## src/design/pidc_pkg.sv

```systemverilog
// ----------------------------------------------------------------------------
// pidc_pkg
// Shared widths, register map, configuration struct and controller commands
// for the clamped PID controller.
// ----------------------------------------------------------------------------
package pidc_pkg;

   localparam int DATA_W  = 32;
   localparam int STEP_W  = 16;
   localparam int INTEG_W = 48;
   localparam int MUL_W   = 33;
   localparam int PROD_W  = 2 * MUL_W;
   localparam int ACC_W   = 80;
   localparam int SUM_W   = 63;
   localparam int ADDR_W  = 5;
   localparam int IDX_W   = 3;
   localparam int DT_FRAC = 16;

   typedef logic signed [DATA_W-1:0]  data_type;
   typedef logic        [STEP_W-1:0]  step_type;
   typedef logic signed [INTEG_W-1:0] integ_type;

   localparam data_type  DATA_MAX  = {1'b0, {(DATA_W-1){1'b1}}};
   localparam data_type  DATA_MIN  = {1'b1, {(DATA_W-1){1'b0}}};
   localparam integ_type INTEG_MAX = {1'b0, {(INTEG_W-1){1'b1}}};
   localparam integ_type INTEG_MIN = {1'b1, {(INTEG_W-1){1'b0}}};
   localparam logic signed [ACC_W-1:0] TERM_HI = ACC_W'(64'sh1000_0000_0000_0000);
   localparam logic signed [ACC_W-1:0] TERM_LO = -TERM_HI;

   typedef enum logic [IDX_W-1:0] {
      REG_SETPOINT   = 3'd0,
      REG_GAIN_PROP  = 3'd1,
      REG_GAIN_INTEG = 3'd2,
      REG_GAIN_DERIV = 3'd3,
      REG_DRV_UPPER  = 3'd4,
      REG_DRV_LOWER  = 3'd5,
      REG_TIME_STEP  = 3'd6,
      REG_INV_STEP   = 3'd7
   } reg_idx_type;

   typedef struct packed {
      data_type setpoint;
      data_type gain_prop;
      data_type gain_integ;
      data_type gain_deriv;
      data_type drive_upper;
      data_type drive_lower;
      step_type time_step;
      step_type inv_time_step;
   } cfg_type;

   localparam step_type TIME_STEP_RST = 16'd655;
   localparam step_type INV_STEP_RST  = 16'd100;

   typedef enum logic [2:0] {
      MUL_NONE,
      MUL_INC,
      MUL_DER,
      MUL_PRP,
      MUL_ILO,
      MUL_IHI,
      MUL_DLO,
      MUL_DHI
   } mul_sel_type;

   typedef enum logic [1:0] {
      ACC_HOLD,
      ACC_LOAD,
      ACC_HIGH
   } acc_op_type;

   typedef enum logic [1:0] {
      TERM_NONE,
      TERM_FIRST,
      TERM_ADD
   } term_op_type;

   typedef struct packed {
      logic        load_err;
      mul_sel_type mul_sel;
      logic        integ;
      logic        deriv_st;
      acc_op_type  acc_op;
      term_op_type term_op;
      logic        out_load;
   } cmd_type;

   typedef struct packed {
      logic out_busy;
   } status_type;

endpackage

```

## src/design/pidc_ctrl.sv

```systemverilog
// ----------------------------------------------------------------------------
// pidc_ctrl
// Sequencer issuing one multiplier operation per cycle in its multiply steps to the datapath.
// ----------------------------------------------------------------------------
module pidc_ctrl import pidc_pkg::*; (
   input  logic       clock,
   input  logic       reset,
   input  logic       req_valid,
   output logic       req_ready,
   input  status_type status,
   output cmd_type    cmd
);

   typedef enum logic [10:0] {
      ST_IDLE = 11'b000_0000_0001,
      ST_MINC = 11'b000_0000_0010,
      ST_MDER = 11'b000_0000_0100,
      ST_MPRP = 11'b000_0000_1000,
      ST_MILO = 11'b000_0001_0000,
      ST_MIHI = 11'b000_0010_0000,
      ST_MDLO = 11'b000_0100_0000,
      ST_MDHI = 11'b000_1000_0000,
      ST_ACCD = 11'b001_0000_0000,
      ST_TRMD = 11'b010_0000_0000,
      ST_CLMP = 11'b100_0000_0000
   } state_type;

   state_type state_ff;
   state_type state_in;

   assign req_ready = (state_ff == ST_IDLE);

   always_comb begin
      cmd      = '0;
      state_in = state_ff;
      unique case (state_ff)
         ST_IDLE: begin
            cmd.load_err = req_valid;
            if (req_valid) begin
               state_in = ST_MINC;
            end
         end
         ST_MINC: begin
            cmd.mul_sel = MUL_INC;
            state_in    = ST_MDER;
         end
         ST_MDER: begin
            cmd.mul_sel = MUL_DER;
            cmd.integ   = 1'b1;
            state_in    = ST_MPRP;
         end
         ST_MPRP: begin
            cmd.mul_sel  = MUL_PRP;
            cmd.deriv_st = 1'b1;
            state_in     = ST_MILO;
         end
         ST_MILO: begin
            cmd.mul_sel = MUL_ILO;
            cmd.acc_op  = ACC_LOAD;
            state_in    = ST_MIHI;
         end
         ST_MIHI: begin
            cmd.mul_sel = MUL_IHI;
            cmd.term_op = TERM_FIRST;
            cmd.acc_op  = ACC_LOAD;
            state_in    = ST_MDLO;
         end
         ST_MDLO: begin
            cmd.mul_sel = MUL_DLO;
            cmd.acc_op  = ACC_HIGH;
            state_in    = ST_MDHI;
         end
         ST_MDHI: begin
            cmd.mul_sel = MUL_DHI;
            cmd.term_op = TERM_ADD;
            cmd.acc_op  = ACC_LOAD;
            state_in    = ST_ACCD;
         end
         ST_ACCD: begin
            cmd.acc_op = ACC_HIGH;
            state_in   = ST_TRMD;
         end
         ST_TRMD: begin
            cmd.term_op = TERM_ADD;
            state_in    = ST_CLMP;
         end
         ST_CLMP: begin
            if (!status.out_busy) begin
               cmd.out_load = 1'b1;
               state_in     = ST_IDLE;
            end
         end
         default: begin
            state_in = ST_IDLE;
         end
      endcase
   end

   always_ff @(posedge clock) begin
      if (reset) begin
         state_ff <= ST_IDLE;
      end else begin
         state_ff <= state_in;
      end
   end

endmodule

```

## config.mk

```make
export PLATFORM = sky130hd
export DESIGN_NAME = pidc_ctrl
export DESIGN_NICKNAME = d
export VERILOG_FILES = /design/src/design/pidc_pkg.sv /design/src/design/pidc_ctrl.sv
export SDC_FILE = /design/constraint.sdc
export NUM_CORES = 1
export LEC_CHECK = 0
export ABC_AREA = 1
export BUFFER_PORTS_ARGS = -buffer_cell sky130_fd_sc_hd__buf_2
export CAP_MARGIN = 20
export CORE_AREA = 2 2 42 44
export DETAILED_ROUTE_END_ITERATION = 7
export DIE_AREA = 0 0 44 46
export PLACE_DENSITY = 0.78
export RECOVER_POWER = 100
export SETUP_SLACK_MARGIN = 0.4
export SYNTH_ARGS = -nofsm -noshare
export SYNTH_HDL_FRONTEND = slang
export SYNTH_SLANG_ARGS = --single-unit
```

## constraint.sdc

```tcl
create_clock -name clock -period 1.8 [get_ports clock]
set_clock_uncertainty 0.1 [all_clocks]
set_input_delay 0 -clock clock [delete_from_list [all_inputs] [get_ports clock]]
set_output_delay 0 -clock clock [all_outputs]
set_load 0.01 [all_outputs]
```

== After elaboration in Yosys (flattened, before gate mapping) ==
Cells that the tools add are included.

* Output and inout bits: 12
* Register bits: 11
* Input bits: 4

* Equality and inequality tests: 13
* Muxes and demuxes: 11
* Reductions and logical operators: 4

{| class="wikitable"
|+ Operator list
! kind !! number
|-
| $pmux 11 s11 || 1
|-
| $mux 11 || 2
|-
| $pmux 3 s7 || 1
|-
| $eq 11x1->1 const B || 1
|-
| $eq 11x10->1 const B || 1
|-
| $eq 11x11->1 const B || 1
|-
| $eq 11x2->1 const B || 1
|-
| $eq 11x3->1 const B || 1
|-
| $eq 11x4->1 const B || 1
|-
| $eq 11x5->1 const B || 1
|-
| $eq 11x6->1 const B || 1
|-
| $eq 11x7->1 const B || 1
|-
| $eq 11x8->1 const B || 1
|-
| $eq 11x9->1 const B || 1
|-
| $pmux 2 s2 || 2
|-
| $mux 1 || 5
|-
| $ne 2x2->1 const B || 2
|-
| $reduce_or 2->1 || 2
|-
| $reduce_or 3->1 || 1
|-
| $reduce_and 2->1 || 1
|}

== Longest topological paths before layout ==
* Depth in word-level cells: 3
* Gate-level depth with buffers: 8
* Depth with buffers taken out: 8

== Worst setup path after synthesis ==
OpenSTA, ideal clock, no wires.

* Path kind: reg2reg
* Start point: reg state_ff[8]
* End point: reg state_ff[0]
* Slack: 0.512 ns
* Library setup time: 0.113 ns
* Data required time: 1.587 ns
* Period minus slack after synthesis: 1.288 ns
* Arrival: 1.075 ns
* Stages on the path, launching flop included: 9
* Cells stage by stage: dfxtp_1 nor2_4 nand2_4 nor2_4 nand2_2 nand2_1 nor2_1 nand3_1 nand2_1

* Cells in the longest elaborated chain, start to end: 3

{| class="wikitable"
|+ Ends and longest elaborated chain
! item !! RTL line !! source
|-
| start, declared || pidc_ctrl.sv:28 || <nowiki>state_type state_ff;</nowiki>
|-
| start signal, assigned || pidc_ctrl.sv:103 || <nowiki>state_ff <= state_in;</nowiki>
|-
| $eq 11x11->1 / $eq 11x1->1 (equally long branches) || pidc_ctrl.sv:36 || <nowiki>unique case (state_ff)</nowiki>
|-
| $ne 2x2->1 (no source line) || -- ||
|-
| $reduce_and 2->1 (no source line) || -- ||
|}

Several ways; a longest one is shown, not always the timed one.
A chain may end at the register's enable or synchronous reset.

==> impl_metrics.toml <==
[run_status]
outcome = "finished clean"

[place]
gp_congestion = 0.8463
dpl.cell_count = 129
place_ws_ps = 429.8
port_buffers = 15
hpwl_um = 1126

[hold_path]
hold_class = "input pin to register"
hp-start = "status"

[layout]
drive_above_1_share_pct = 48.09
max_flop_register = "state_ff"
reg_top3 = "state_ff (11)"
diodes = 0
seq_area_um2 = 229.0
fillers = 150
syn_to_final_growth_pct = 46.34
layoutNonFillerInstCount = 148
largest_reg_flops = 11
multi_input_area_um2 = 445.4
layout.nets = 136

[synthesis]
synth_ff_type = "dfxtp_1"
synth_top_area_cell = "dfxtp_1"
synth_area_um2 = 683.2
synth_seq_cells = 11
async_flop_share_pct = 0
synth_commonest_cells = "nand2_1 (22), inv_1 (16), nor3_1 (13)"
yosys_warnings = 0
synth_cell_types = 20
synthCells = 98
yosysTopAreaCellShare_pct = 32.23
synth-edff-count = 0
syn_avg_cell_area_um2 = 6.971
yosysSeqAreaShare_pct = 32.23
syn_nets = 102
yosysMostFrequentCell = "nand2_1"
synth.area.top_cells = "dfxtp_1 (32%), nand2_1 (12%), nor3_1 (9.5%)"

[floorplanning]
rows = 15
start_util_pct = 42.33
die_area_mm2 = 0.002024
die_h_um = 46
die_x_um = 44
pin_count = 16
coreArea_mm2 = 0.001614

[timing]
hold_viol = 0
min_period_ps = 1534
timing.setup.tns_ps = 0
worst_pin_slew_ps = 313.4
clock.fmax_mhz = 652.1
rsz0062_at_grt = "true"
postLayoutSetupSlackWorst_ps = 266.4
maxSlewViolCount = 0
slew_headroom_pct = 78.89
worst_hold_slack_ps = 71.01
setup_viol = 0
timing.final.crit_share_pct = 85.20

[setup_path]
critPathKind = "register to output port"
arrival_ps = 1430
worstSetupEndpointType = "output port"
required_ps = 1700
start_kind = "register"
cp-startpoint = "state_ff[9]$_SDFFE_PP0P_"
r2r_start = "state_ff[2]$_SDFFE_PP0P_"
cp_max_fo = 5

[drt]
drt_first_pass_iters = 4
wirelength_met1_um = 764
top_layer = "met4"
drtAntennaViolNets = 0
drc_errors = 0
wl_met2_um = 932
vias_per_cell = 4.939
via_count = 731
routed_wl_um = 1790
wl_met3_um = 62
drt_iter0_drc = 9
wl_per_cell_um = 12.09

[clock_tree]
cts_tree = "yes"
cts_buffers = 3
clockRootBuffer = "clkbuf_4"
htreeDepth = 1
path_clk_slew_ps = 70
clockBufferDepth = 2
clkLatencyLatePin_ps = 270
cts_sinks = 11

[global_route]
grt_first_pass_wirelength_um = 2670
antenna_found_initial = 0
grt_pass1_vias = 636
grt_util_all_layers_pct = 18.93
grt_overflow_total = 0
grt_max_degree = 11

[run]
maxCapViolCount = 0

[pwr]
power.density_mw_per_mm2 = 647.6
total_power_uw = 647.4
p_leak_nw = 0.5453
vdd_drop_max_mv = 0.4622
metal layers:
metal  GRT usage, %  up-vias
met5              0        -
met4          10.91        0
met3          6.349        4
met2          31.47       16
met1          21.05      339
li1               -      372
path summary, 6_finish.rpt:
kind,endpoint,slack (ps),depth (start not counted)
setup / recovery,cmd[7],270,6
hold / removal,state_ff[3]$_SDFFE_PP0P_,70,4
setup reg to reg,state_ff[0]$_SDFFE_PP1P_,290,9
hold reg to reg,state_ff[5]$_SDFFE_PP0P_,500,4
per-stage QoR:
step / area (um^2) / util [%]
after floorplan: 683.2 / -
after global placement: 775.7 / 48.06
after detailed placement: 775.7 / 48.06
after CTS: 977.2 / 60.54
after global routing: 999.7 / 61.94
final: 999.7 / 61.94
power by group:
| group | switching [mW] | internal, mW | total [mW] |
|---|---|---|---|
| clock network | 0.0892 | 0.0859 | 0.175 |
| registers | 0.0122 | 0.252 | 0.264 |
| logic | 0.121 | 0.0871 | 0.208 |
| total | 0.222 | 0.425 | 0.647 |
area by class of cell:
| class | instances | share of cell area (%) |
|---|---|---|
| sequential | 11 | 22.90 |
| tap | 17 | 2.128 |
| timing repair buffer | 30 | 21.03 |
| multi-input combinational | 68 | 44.56 |
| clock buffer | 4 | 2.628 |
| inverter | 18 | 6.758 |
logic make-up after synthesis:
kind of cell           after synthesis  synth area share, %
and+or+nand+nor                     66                55.31
DFF                                 11                32.23
AOI/OAI and AO/OA                    2                2.014
buffers and inverters               19                10.44
worst max-delay path: stages (launching register included):
cell and delay [ps]:
dfxtp_1 340, nor2_4 140, nand2_4 90, nor2_8 150, nand2_1 150, nand4_1 150
buf_2 140
layout by cell type, fill, tap and decap left out, drive strengths merged:
cell type,count
dlygate4sd3,2
nor3,14
nand2,27
o21ai,1
inv,18
nor2,16
a21oi,1
dfxtp,11
clkbuf,5
nand4,3
buf,27
nand3,6
repair_timing:
action / CTS / global route
endpoints found under the hold margin: 9 / 0
gates resized for setup: 29 / 8
buffers inserted: 8 / 5
pin swaps: 14 / 5
setup endpoints to repair: 12 / 22
hold buffers: 2 / 0
No activity file was read; power rests on OpenSTA's default activity.
