$ cat src/design/pidc_pkg.sv
// ----------------------------------------------------------------------------
// pidc_pkg
// Shared widths, register map, configuration struct and controller commands
// for the clamped PID controller.
// ----------------------------------------------------------------------------
package pidc_pkg;

   localparam int DATA_W  = 32;
   localparam int STEP_W  = 16;
   localparam int INTEG_W = 48;
   localparam int MUL_W   = 33;
   localparam int PROD_W  = 2 * MUL_W;
   localparam int ACC_W   = 80;
   localparam int SUM_W   = 63;
   localparam int ADDR_W  = 5;
   localparam int IDX_W   = 3;
   localparam int DT_FRAC = 16;

   typedef logic signed [DATA_W-1:0]  data_type;
   typedef logic        [STEP_W-1:0]  step_type;
   typedef logic signed [INTEG_W-1:0] integ_type;

   localparam data_type  DATA_MAX  = {1'b0, {(DATA_W-1){1'b1}}};
   localparam data_type  DATA_MIN  = {1'b1, {(DATA_W-1){1'b0}}};
   localparam integ_type INTEG_MAX = {1'b0, {(INTEG_W-1){1'b1}}};
   localparam integ_type INTEG_MIN = {1'b1, {(INTEG_W-1){1'b0}}};
   localparam logic signed [ACC_W-1:0] TERM_HI = ACC_W'(64'sh1000_0000_0000_0000);
   localparam logic signed [ACC_W-1:0] TERM_LO = -TERM_HI;

   typedef enum logic [IDX_W-1:0] {
      REG_SETPOINT   = 3'd0,
      REG_GAIN_PROP  = 3'd1,
      REG_GAIN_INTEG = 3'd2,
      REG_GAIN_DERIV = 3'd3,
      REG_DRV_UPPER  = 3'd4,
      REG_DRV_LOWER  = 3'd5,
      REG_TIME_STEP  = 3'd6,
      REG_INV_STEP   = 3'd7
   } reg_idx_type;

   typedef struct packed {
      data_type setpoint;
      data_type gain_prop;
      data_type gain_integ;
      data_type gain_deriv;
      data_type drive_upper;
      data_type drive_lower;
      step_type time_step;
      step_type inv_time_step;
   } cfg_type;

   localparam step_type TIME_STEP_RST = 16'd655;
   localparam step_type INV_STEP_RST  = 16'd100;

   typedef enum logic [2:0] {
      MUL_NONE,
      MUL_INC,
      MUL_DER,
      MUL_PRP,
      MUL_ILO,
      MUL_IHI,
      MUL_DLO,
      MUL_DHI
   } mul_sel_type;

   typedef enum logic [1:0] {
      ACC_HOLD,
      ACC_LOAD,
      ACC_HIGH
   } acc_op_type;

   typedef enum logic [1:0] {
      TERM_NONE,
      TERM_FIRST,
      TERM_ADD
   } term_op_type;

   typedef struct packed {
      logic        load_err;
      mul_sel_type mul_sel;
      logic        integ;
      logic        deriv_st;
      acc_op_type  acc_op;
      term_op_type term_op;
      logic        out_load;
   } cmd_type;

   typedef struct packed {
      logic out_busy;
   } status_type;

endpackage

$ cat src/design/pidc_csr.sv
// ----------------------------------------------------------------------------
// pidc_csr
// APB register bank holding setpoint, gains, drive limits and time step.
// ----------------------------------------------------------------------------
module pidc_csr import pidc_pkg::*; (
   input  logic              clock,
   input  logic              reset,
   input  logic              psel,
   input  logic              penable,
   input  logic              pwrite,
   input  logic [ADDR_W-1:0] paddr,
   input  logic [31:0]       pwdata,
   output logic [31:0]       prdata,
   output logic              pready,
   output cfg_type           cfg
);

   cfg_type     cfg_ff;
   cfg_type     cfg_in;
   reg_idx_type idx;
   logic        wr_en;

   assign idx    = reg_idx_type'(paddr[ADDR_W-1:2]);
   assign wr_en  = psel & penable & pwrite;
   assign pready = 1'b1;
   assign cfg    = cfg_ff;

   always_comb begin
      cfg_in = cfg_ff;
      if (wr_en) begin
         unique case (idx)
            REG_SETPOINT:   cfg_in.setpoint      = pwdata;
            REG_GAIN_PROP:  cfg_in.gain_prop     = pwdata;
            REG_GAIN_INTEG: cfg_in.gain_integ    = pwdata;
            REG_GAIN_DERIV: cfg_in.gain_deriv    = pwdata;
            REG_DRV_UPPER:  cfg_in.drive_upper   = pwdata;
            REG_DRV_LOWER:  cfg_in.drive_lower   = pwdata;
            REG_TIME_STEP:  cfg_in.time_step     = pwdata[STEP_W-1:0];
            REG_INV_STEP:   cfg_in.inv_time_step = pwdata[STEP_W-1:0];
            default:        cfg_in = cfg_ff;
         endcase
      end
   end

   always_comb begin
      unique case (idx)
         REG_SETPOINT:   prdata = cfg_ff.setpoint;
         REG_GAIN_PROP:  prdata = cfg_ff.gain_prop;
         REG_GAIN_INTEG: prdata = cfg_ff.gain_integ;
         REG_GAIN_DERIV: prdata = cfg_ff.gain_deriv;
         REG_DRV_UPPER:  prdata = cfg_ff.drive_upper;
         REG_DRV_LOWER:  prdata = cfg_ff.drive_lower;
         REG_TIME_STEP:  prdata = {{(32-STEP_W){1'b0}}, cfg_ff.time_step};
         REG_INV_STEP:   prdata = {{(32-STEP_W){1'b0}}, cfg_ff.inv_time_step};
         default:        prdata = '0;
      endcase
   end

   always_ff @(posedge clock) begin
      if (reset) begin
         cfg_ff.setpoint      <= '0;
         cfg_ff.gain_prop     <= '0;
         cfg_ff.gain_integ    <= '0;
         cfg_ff.gain_deriv    <= '0;
         cfg_ff.drive_upper   <= DATA_MAX;
         cfg_ff.drive_lower   <= DATA_MIN;
         cfg_ff.time_step     <= TIME_STEP_RST;
         cfg_ff.inv_time_step <= INV_STEP_RST;
      end else begin
         cfg_ff <= cfg_in;
      end
   end

endmodule

$ cat config.mk
export PLATFORM = sky130hd
export DESIGN_NAME = pidc_csr
export DESIGN_NICKNAME = d
export VERILOG_FILES = /design/src/design/pidc_pkg.sv /design/src/design/pidc_csr.sv
export SDC_FILE = /design/constraint.sdc
export NUM_CORES = 1
export LEC_CHECK = 0
export BUFFER_PORTS_ARGS = -buffer_cell sky130_fd_sc_hd__buf_2
export CAP_MARGIN = 20
export CORE_ASPECT_RATIO = 1.75
export CORE_UTILIZATION = 45
export CTS_CLUSTER_DIAMETER = 50
export DETAILED_ROUTE_END_ITERATION = 8
export PLACE_DENSITY = 0.67
export SETUP_SLACK_MARGIN = 0.15
export SYNTH_ARGS = -nofsm -noshare
export SYNTH_HDL_FRONTEND = slang
export SYNTH_SLANG_ARGS = --single-unit
$ cat constraint.sdc
create_clock -name clock -period 3.2 [get_ports clock]
set_input_delay 0.32 -clock clock [delete_from_list [all_inputs] [get_ports clock]]
set_output_delay 0.32 -clock clock [all_outputs]
set_load 0.01 [all_outputs]
Yosys cells after proc, flatten, opt, wreduce, memory -nomap -nowiden
Cells that the tools add are included.
{"block": "word_totals", "register_bits": 224, "in_bits": 42, "output_inout_bits": 257, "word_cells": 27}
{"block": "op_classes", "n_eq_ne": 7, "muxes": 1, "n_bitwise": 2, "n_reduce_logical": 9}
{"cell": "one-hot mux 32 bit (8 select lines)", "n": 1}
{"cell": "AND reduction 2 bit", "n": 8}
{"cell": "equality test 3 bit, second input constant", "n": 4}
{"cell": "equality test 3 x 2 -> 1 bit, second input constant", "n": 2}
{"cell": "equality test 3 x 1 -> 1 bit, second input constant", "n": 1}
{"cell": "logical NOT 3 bit", "n": 1}
{"cell": "AND 1 bit", "n": 2}

Longest topological paths before layout
Gate-level depths: netlist of run 1.
{"block": "depth", "ltp_word": 3, "depth_mapped": 7}

Worst setup path before layout of run 1
No wires, ideal clock.
{"block": "synth_timing", "kind": "input to output", "from": "input port paddr[2]", "to": "output port prdata[19]", "arrival_ns": 1.409, "required_time_ns": 2.880, "path_slack_ns": 1.471, "cell_stages": 5, "n_path_buf": 2, "cell_sequence": "buf_2 -> buf_2 -> mux2_2 -> a222oi_1 -> a21oi_1"}
{"block": "synth_between", "elab_chain_len": 2, "word_cells_on_any_way": 9, "cone_classes": "eq/ne: 7; mux: 1; reduce/logical: 1"}
{"element": "start: declaration", "line": "pidc_csr.sv:11", "source": "input logic [ADDR_W-1:0] paddr,"}
{"element": "equality test 3 bit, or another cell as far along", "line": "pidc_csr.sv:46", "source": "unique case (idx)"}
{"element": "one-hot mux 32 bit (8 select lines) (*)", "line": "pidc_csr.sv:46"}
{"element": "end: declaration", "line": "pidc_csr.sv:13", "source": "output logic [31:0] prdata,"}
Every way passes the cells marked *; elsewhere a longest branch is shown, timed or not.

Final worst setup path of run 1
{"block": "layout_timing", "from": "input port paddr[2]", "to": "output port prdata[15]"}
Same word-level chain as after synthesis.

==> results.sh, run 1 <==
export IMPL_status="completed"
export IMPL_wirelength_mm=35.6
export IMPL_grt_pass1_wl_mm=53.6
export IMPL_finClkSkew_ps=0
export IMPL_synth_top_area_cell="dfxtp_1"
export IMPL_total_power_uw=6030
export IMPL_rows=71
export IMPL_crit_fanout=21
export IMPL_r2r_slack_ps=2450
export IMPL_seqCellArea_mm2=0.00448
export IMPL_power_density_mw_per_mm2=497
export IMPL_pin_count=299
export IMPL_ys_types=34
export IMPL_reg2reg_depth=2
export IMPL_nNetsFinal=1546
export IMPL_clock_latency_ps=500
export IMPL_cap_violations=0
export IMPL_cts_made_buffers=22
export IMPL_ys_seq_area_share_pct=45.9
export IMPL_cts_resized=0
export IMPL_grt_max_degree=98
export IMPL_die_x_um=113
export IMPL_ys_flop_type="dfxtp_1"
export IMPL_utilization_pct=56.7
export IMPL_grt_overflow=0
export IMPL_arrival_ps=2280
export IMPL_avgSynthCellArea_um2=7.64
export IMPL_clock_sinks=224
export IMPL_cp_slowest_cell="nor2_1"
export IMPL_largest_reg_flops=224
export IMPL_cts_root_buf="clkbuf_16"
export IMPL_dieArea_mm2=0.0223
export IMPL_ys_top_cells_by_area="dfxtp_1, nand2_1, a21oi_1"
export IMPL_grt_pass1_vias=9324
export IMPL_syn_inst=1279
export IMPL_postCtsHoldBufs=0
export IMPL_core_area_mm2=0.0214
export IMPL_cp_num_buf_inv=3
export IMPL_finalSetupTns_ps=0
export IMPL_cts_setup_buffers=0
export IMPL_start_util_pct=45.6
export IMPL_grtUsageTotal_pct=31.1
export IMPL_cp_end_kind="output pin"
export IMPL_min_period_over_period_pct=81.3
export IMPL_mappedNetlistNets=1321
export IMPL_slowest_delay_ps=620
export IMPL_max_clock_freq_ghz=0.384
export IMPL_dr_total_vias=9881
export IMPL_place_congestion=0.837
export IMPL_drive_gt1_share_pct=25.3
export IMPL_async_flop_share_pct=0
export IMPL_crit_cells=7
export IMPL_post_route_min_period_ps=2600
export IMPL_wl_per_cell_um=19.7
export IMPL_ir_drop_mv=0.424
export IMPL_hold_slack_ps=108
export IMPL_synth_edff_count=0
export IMPL_drc=0
export IMPL_cp_top_family="simple AND/OR/NAND/NOR gates"
export IMPL_path_class="in2out"
export IMPL_antenna_found_initial=2
export IMPL_rsz0062_at_grt="no"
export IMPL_crit_required_ps=2880
export IMPL_synth_most_common_cell="nand2_1"
export IMPL_h_tree_depth=1
export IMPL_yosys_top_cells_count="nand2_1, dfxtp_1, a21oi_1, buf_2, nor2_1"
export IMPL_final_antenna_net_count=0
export IMPL_p_leak_uw=0.00519
export IMPL_place_hpwl_mm=23.8
export IMPL_syn_to_final_growth_pct=24.2
export IMPL_yosysWarningCount=0
export IMPL_cts_tree="yes"
export IMPL_holdPathStages=3
export IMPL_dr_first_iter_drc_count=938
export IMPL_via_per_inst=5.45
export IMPL_ys_seq_elements=224
export IMPL_multi_input_area_mm2=0.00470
export IMPL_die_h_um=197
export IMPL_portBuffers=295
export IMPL_crit_path_start_kind="input pin"
export IMPL_synth_top_area_share_pct=45.9
export IMPL_hp_class="in2reg"
export IMPL_tightestPinTransition_ps=922
export IMPL_clk_pin_slew_ps=60
export IMPL_netlist_area_mm2=0.00977
export IMPL_cts_path_max_buffers=3
export IMPL_drt_first_pass_iters=6
export IMPL_hold_violations=0
export IMPL_final_max_slew_viol_count=0
export IMPL_finalSetupViolations=0
export IMPL_crit_chain="buf_2 -> nand2b_1 -> nor2_1 -> buf_4 -> a221oi_1 -> nor2_1 -> buf_2"
export IMPL_fill_cells=2041
export IMPL_max_slew_margin_pct=38.3
-- placed cells by master, fill, tap and decap left out, drive strengths merged --
| cell | synthesis | layout |
|---|---|---|
| a22o | 21 | 21 |
| a22oi | 6 | 6 |
| a221oi | 27 | 27 |
| nor2b | 17 | 17 |
| clkbuf | 44 | 35 |
| nand2 | 450 | 450 |
| nand2b | 6 | 6 |
| or2 | 6 | 6 |
| clkinv | 0 | 2 |
| nand4 | 1 | 1 |
| a21oi | 191 | 191 |
| nor2 | 66 | 66 |
| conb | 1 | 1 |
| buf | 79 | 324 |
| inv | 17 | 17 |
| o32a | 1 | 1 |
| dfxtp | 224 | 224 |
| bufinv | 0 | 1 |
| nor3 | 2 | 2 |
| diode | 0 | 2 |
| mux2i | 25 | 25 |
| o21ai | 3 | 3 |
| mux2 | 3 | 3 |
| a32oi | 1 | 1 |
| a222oi | 15 | 15 |
| o21a | 1 | 1 |
| and2 | 1 | 1 |
| o2bb2ai | 25 | 25 |
| or3 | 3 | 3 |
| nand3b | 41 | 41 |
| and3 | 1 | 1 |
| nand4b | 1 | 1 |
-- cells by family (layout without fill, tap and decap cells) --
family	count (synthesis)	in the layout	share of synthesized area, %
AO/OA/AOI/OAI	291	291	18.7
other	1	3	0.0384
multiplexers	28	28	2.91
AND/OR/NAND/NOR	595	595	25.7
buffers and inverters	140	379	6.68
flip-flops	224	224	45.9
-- layout make-up --
type / count / share of cell area (%)
timing repair buffer: 324 / 14.5
antenna: 2 / 0.0412
sequential: 224 / 36.9
multi-input combinational: 915 / 38.7
clock inverter: 3 / 0.330
inverter: 17 / 0.526
tap: 292 / 3.01
clock buffer: 35 / 5.94
-- final timing paths --
path / start / end
max: paddr[2] / prdata[15]
max reg2reg: cfg[113] / cfg[113]
min: pwdata[30] / cfg[222]
min reg2reg: cfg[222] / cfg[222]
-- tightest hold or removal path, stage by stage --
cell,delay [ps]
buf_2,130
nand2_1,60
a21oi_1,50
-- power by group --
part / internal [uW] / switching [uW] / leakage [uW]
clock network: 1620 / 1100 / 0.000380
logic: 162 / 323 / 0.00300
registers: 2810 / 19.2 / 0.00181
-- routing by layer --
layer  track usage [%]  share of wire (%)  vias to the layer above
met1              35.7                 38                     4614
met4              16.6                5.1                        0
met2              54.7                 51                      428
li1                  -                  -                     4729
met3              4.89                6.4                      110
met5                 0                  0                        -
-- metrics by stage --
step	setup WS [ps]	instance area [um2]	std cells
5_1_grt	489	12100	1812
2_1_floorplan	1470	9770	1279
4_1_cts	579	12100	1810
3_3_place_gp	665	11400	1772
3_5_place_dp	582	11400	1772
6_report	597	12100	1812
Power figures use the tool's default switching activity.
==> run 2: changes to the inputs <==
==> constraint.sdc (replaced) <==
create_clock -name clock -period 2.4 [get_ports clock]
set_input_delay 0.24 -clock clock [delete_from_list [all_inputs] [get_ports clock]]
set_output_delay 0.24 -clock clock [all_outputs]
set_load 0.01 [all_outputs]
==> run 2 against run 1 <==
Against the previous run:
- cell count is 0.77% higher
- first-iteration DRC count is 13% lower
- combinational power is 38% higher
- final area is 0.99% higher
- clock-buffer cell count is 8 lower
- routed wire length is 1.0% higher
- non-clock buffer count is 12 higher
- flip-flop and latch count stayed put
- register-to-register slack worse by 780 ps
- power is 32% higher
- sequential share of layout area is 0.36 points lower
- critical path type unchanged
- largest power group unchanged
==> results.sh, run 2 (same netlist as run 1, synthesis figures left out) <==
export IMPL_clock_sinks=224
export IMPL_hold_violations=0
export IMPL_dr_first_iter_drc_count=812
export IMPL_finalSetupTns_ps=0
export IMPL_portBuffers=295
export IMPL_hp_class="in2reg"
export IMPL_grtUsageTotal_pct=31.4
export IMPL_syn_to_final_growth_pct=25.5
export IMPL_crit_fanout=18
export IMPL_cp_slowest_cell="a221oi_1"
export IMPL_cp_top_family="buffers and inverters"
export IMPL_crit_path_start_kind="input pin"
export IMPL_path_class="in2out"
export IMPL_p_leak_uw=0.00524
export IMPL_final_antenna_net_count=0
export IMPL_cap_violations=0
export IMPL_cp_end_kind="output pin"
export IMPL_tightestPinTransition_ps=939
export IMPL_core_area_mm2=0.0214
export IMPL_die_h_um=197
export IMPL_ir_drop_mv=0.525
export IMPL_max_slew_margin_pct=37.1
export IMPL_rows=71
export IMPL_dieArea_mm2=0.0223
export IMPL_grt_overflow=0
export IMPL_grt_max_degree=70
export IMPL_wl_per_cell_um=19.7
export IMPL_cts_setup_buffers=0
export IMPL_crit_chain="buf_2 -> buf_4 -> mux2i_1 -> a221oi_1 -> a221oi_1 -> nor2_1 -> buf_2"
export IMPL_die_x_um=113
export IMPL_via_per_inst=5.56
export IMPL_rsz0062_at_grt="no"
export IMPL_cts_tree="yes"
export IMPL_grt_pass1_vias=9512
export IMPL_arrival_ps=1940
export IMPL_pin_count=299
export IMPL_h_tree_depth=1
export IMPL_total_power_uw=7990
export IMPL_status="completed"
export IMPL_clk_pin_slew_ps=70
export IMPL_max_clock_freq_ghz=0.459
export IMPL_drive_gt1_share_pct=25.8
export IMPL_finClkSkew_ps=0
export IMPL_postCtsHoldBufs=2
export IMPL_antenna_found_initial=3
export IMPL_final_common_cell="nand2_1"
export IMPL_cts_made_buffers=22
export IMPL_slowest_delay_ps=460
export IMPL_drt_first_pass_iters=8
export IMPL_crit_required_ps=2160
export IMPL_power_density_mw_per_mm2=651
export IMPL_drc=0
export IMPL_cts_resized=0
export IMPL_place_hpwl_mm=24.1
export IMPL_place_congestion=0.859
export IMPL_cp_num_buf_inv=3
export IMPL_clock_latency_ps=520
export IMPL_min_period_over_period_pct=90.7
export IMPL_layout_common_cells="nand2_1, buf_2, dfxtp_1"
export IMPL_cts_root_buf="clkbuf_16"
export IMPL_largest_reg_flops=224
export IMPL_finalSetupViolations=0
export IMPL_final_max_slew_viol_count=0
export IMPL_grt_pass1_wl_mm=54.4
export IMPL_cts_path_max_buffers=3
export IMPL_wirelength_mm=36.0
export IMPL_nNetsFinal=1558
export IMPL_start_util_pct=45.6
export IMPL_dr_total_vias=10100
export IMPL_post_route_min_period_ps=2180
-- run 2: changes by cell type in the layout (fill, tap and decap cells not counted), moves of 3 or more --
cell	before	now
clkinv_2	2	5
buf_4	24	30
buf_12	5	9
clkbuf_8	10	3
-- run 2: power by group --
group          internal, uW  total [uW]  switching, uW  leakage [uW]
Clock                  2010        3540           1540      0.000358
Sequential             3750        3770           26.5       0.00181
Combinational           232         669            437       0.00308
-- run 2: final timing paths --
path | start | endpoint | slack, ps | cells past startpoint
worst min register to register | cfg[216] | cfg[216] | 470 | 2
worst max register to register | cfg[44] | cfg[44] | 1670 | 2
worst min-delay path | pwdata[24] | cfg[216] | 8 | 3
worst max-delay path | paddr[3] | prdata[6] | 220 | 7
-- run 2: cell type report --
class	count	area, um2
fill	2064	9150
inverter	17	63.8
antenna	3	7.51
sequential	224	4480
timing repair buffer	336	1910
clock inverter	12	134
multi-input combinational	915	4700
clock buffer	27	599
tap	292	365
-- run 2: worst reg2reg max path: stages (launching register included) --
cell and delay [ps]:
dfxtp_1 390, nand2_1 70, a21oi_1 200
-- run 2: layer usage --
layer / part of all wire (%) / global-route usage, % / vias to the layer above
met5: 0 / 0 / -
met4: 5.2 / 16.8 / 0
met3: 7.6 / 5.50 / 128
met2: 50 / 55.3 / 509
met1: 37 / 35.9 / 4760
li1: - / - / 4752
-- run 2: stage by stage --
stage / instances / setup WS [ps] / hold slack [ps] / area, um2 / util, %
after floorplan: 1279 / 831 / 361 / 9770 / -
after detailed placement: 1782 / 273 / 458 / 11500 / 53.7
after global placement: 1782 / 294 / 453 / 11500 / 53.7
after CTS: 1823 / 273 / 4.01 / 12300 / 57.2
final: 1826 / 222 / 7.98 / 12300 / 57.3
after global routing: 1826 / 162 / 10.7 / 12300 / 57.3
==> run 3: changes to the inputs <==
--- a/config.mk
+++ b/config.mk
@@ -8,10 +8,10 @@
 export BUFFER_PORTS_ARGS = -buffer_cell sky130_fd_sc_hd__buf_2
 export CAP_MARGIN = 20
 export CORE_ASPECT_RATIO = 1.75
-export CORE_UTILIZATION = 45
+export CORE_UTILIZATION = 35
 export CTS_CLUSTER_DIAMETER = 50
 export DETAILED_ROUTE_END_ITERATION = 8
-export PLACE_DENSITY = 0.67
+export PLACE_DENSITY = 0.54
 export SETUP_SLACK_MARGIN = 0.15
 export SYNTH_ARGS = -nofsm -noshare
 export SYNTH_HDL_FRONTEND = slang
==> constraint.sdc (replaced) <==
create_clock -name clock -period 2.75 [get_ports clock]
set_input_delay 0.275 -clock clock [delete_from_list [all_inputs] [get_ports clock]]
set_output_delay 0.275 -clock clock [all_outputs]
set_load 0.01 [all_outputs]
==> run 3 against run 2 <==
Against the previous run:
- register-to-register slack gained 370 ps
- core utilization is 12 points lower
- clock-buffer cell count increased by 9
- flip-flop and latch count stayed put
- global-route usage fell by 4.3 points
- critical path depth is 1 lower
- clock skew is the same
- sequential power fell by 13%
- highest routed layer unchanged
==> results.sh, run 3 (same netlist as run 1, synthesis figures left out) <==
export IMPL_multi_input_area_mm2=0.00470
export IMPL_p_clk_share_pct=47.2
export IMPL_tightestPinTransition_ps=1030
export IMPL_cts_root_buf="clkbuf_16"
export IMPL_status="completed"
export IMPL_dieArea_mm2=0.0286
export IMPL_finalSetupTns_ps=0
export IMPL_r2r_start="cfg[156]"
export IMPL_dr_first_iter_drc_count=649
export IMPL_final_max_slew_viol_count=0
export IMPL_power_density_mw_per_mm2=593
export IMPL_rsz0062_at_grt="no"
export IMPL_postCtsHoldBufs=0
export IMPL_place_hpwl_mm=26.3
export IMPL_reg2reg_depth=2
export IMPL_syn_to_final_growth_pct=27.2
export IMPL_finalSetupViolations=0
export IMPL_r2r_end="cfg[156]"
export IMPL_intPower_uw=5550
export IMPL_place_congestion=0.817
export IMPL_hold_violations=0
export IMPL_max_clock_freq_ghz=0.406
export IMPL_min_period_over_period_pct=89.6
export IMPL_portBuffers=295
export IMPL_max_slew_margin_pct=31.3
export IMPL_cts_path_max_buffers=3
export IMPL_seqCellArea_mm2=0.00448
export IMPL_wl_per_cell_um=20.7
export IMPL_grt_pass1_vias=9301
export IMPL_via_per_inst=5.17
export IMPL_r2r_slack_ps=2040
export IMPL_dr_total_vias=9841
export IMPL_die_h_um=223
export IMPL_largest_reg_flops=224
export IMPL_clock_latency_ps=520
export IMPL_grt_max_degree=79
export IMPL_busiest_layer="met2"
export IMPL_core_area_mm2=0.0273
export IMPL_crit_end="prdata[13]"
export IMPL_antenna_found_initial=0
export IMPL_grt_overflow=0
export IMPL_crit_start="paddr[2]"
export IMPL_drt_first_pass_iters=6
export IMPL_clk_pin_slew_ps=60
export IMPL_pwr_share_seq_pct=44.8
export IMPL_start_util_pct=35.8
export IMPL_crit_fanout=24
export IMPL_pin_count=299
export IMPL_cts_resized=0
export IMPL_finClkSkew_ps=0
export IMPL_grt_use_met3_pct=4.24
export IMPL_drc=0
export IMPL_cts_setup_buffers=0
export IMPL_cap_violations=0
export IMPL_nNetsFinal=1558
export IMPL_grtUsageTotal_pct=27.1
export IMPL_arrival_ps=2190
export IMPL_wirelength_mm=39.4
export IMPL_switching_share_pct=24.6
export IMPL_cts_made_buffers=25
export IMPL_post_route_min_period_ps=2460
export IMPL_h_tree_depth=1
export IMPL_rows=80
export IMPL_cts_tree="yes"
export IMPL_ir_drop_mv=0.510
export IMPL_power_frac_comb_pct=8.0
export IMPL_n_antenna_cell=0
export IMPL_gr_usage_met1_pct=30.8
export IMPL_drive_gt1_share_pct=26.1
export IMPL_die_x_um=128
export IMPL_layout_common_cells="nand2_1, buf_2, dfxtp_1"
export IMPL_power_switching_uw=1810
export IMPL_cp_end_kind="output pin"
export IMPL_use_met2_pct=49.6
export IMPL_hp_class="in2reg"
export IMPL_path_class="in2out"
export IMPL_total_power_uw=7360
export IMPL_final_antenna_net_count=0
export IMPL_final_common_cell="nand2_1"
export IMPL_crit_required_ps=2480
export IMPL_p_leak_uw=0.00529
export IMPL_fill_cells=2840
export IMPL_clock_sinks=224
export IMPL_grt_pass1_wl_mm=58.3
export IMPL_crit_path_start_kind="input pin"
## run 3: cell types whose count changed in the layout (fill, tap and decap cells not counted), moves of 3 or more
cell       previous run  this run
clkbuf_8              3         8
buf_4                30        33
clkbuf_16            22        25
clkinv_2              5         2
diode_2               3         0
## run 3: critical path, stage by stage
cell      delay, ps
buf_4           310
nand2b_1        260
nor2_2          730
a221oi_1        320
nor2_1          140
buf_2           140
## run 3: per-layer routing
metal,vias to the layer above,wire length (um)
met2,371,20700
met5,-,0
met1,4657,14900
li1,4744,-
met3,69,2430
met4,0,1400
## run 3: stage by stage
| step | std cells | util [%] | instance area (um2) | hold slack [ps] | setup WS (ps) |
|---|---|---|---|---|---|
| floorplan | 1279 | - | 9770 | 396 | 1110 |
| global placement | 1858 | 42.3 | 11600 | 453 | 339 |
| detailed placement | 1858 | 42.3 | 11600 | 460 | 300 |
| CTS | 1902 | 45.5 | 12400 | 26.8 | 300 |
| global route | 1902 | 45.5 | 12400 | 41.2 | 201 |
| finish | 1902 | 45.5 | 12400 | 39.7 | 285 |
## run 3: final cells by class
type / instances / area share (%)
Inverter: 17 / 0.514
Sequential cell: 224 / 36.1
Clock inverter: 8 / 0.866
Multi-Input combinational cell: 915 / 37.8
Tap cell: 369 / 3.72
Timing Repair Buffer: 333 / 15.0
Clock buffer: 36 / 6.01
## run 3: power groups by stage
| stage | registers (uW) | clock network, uW | logic [uW] |
|---|---|---|---|
| after floorplan | 3370 | 0 | 323 |
| after global placement | 3370 | 0 | 590 |
| after detailed placement | 3370 | 0 | 592 |
| after CTS | 3290 | 3540 | 593 |
| after global routing | 3300 | 3680 | 635 |
| final | 3290 | 3480 | 592 |
## run 3: how the worst min path moves through the flow
stage	from	to	cells past startpoint
after floorplan	pwdata[16]	cfg[80]	2
after global placement	cfg[201]	cfg[201]	2
after detailed placement	cfg[121]	cfg[121]	2
after CTS	pwdata[23]	cfg[151]	3
after global routing	pwdata[31]	cfg[95]	3
final	pwdata[22]	cfg[214]	3
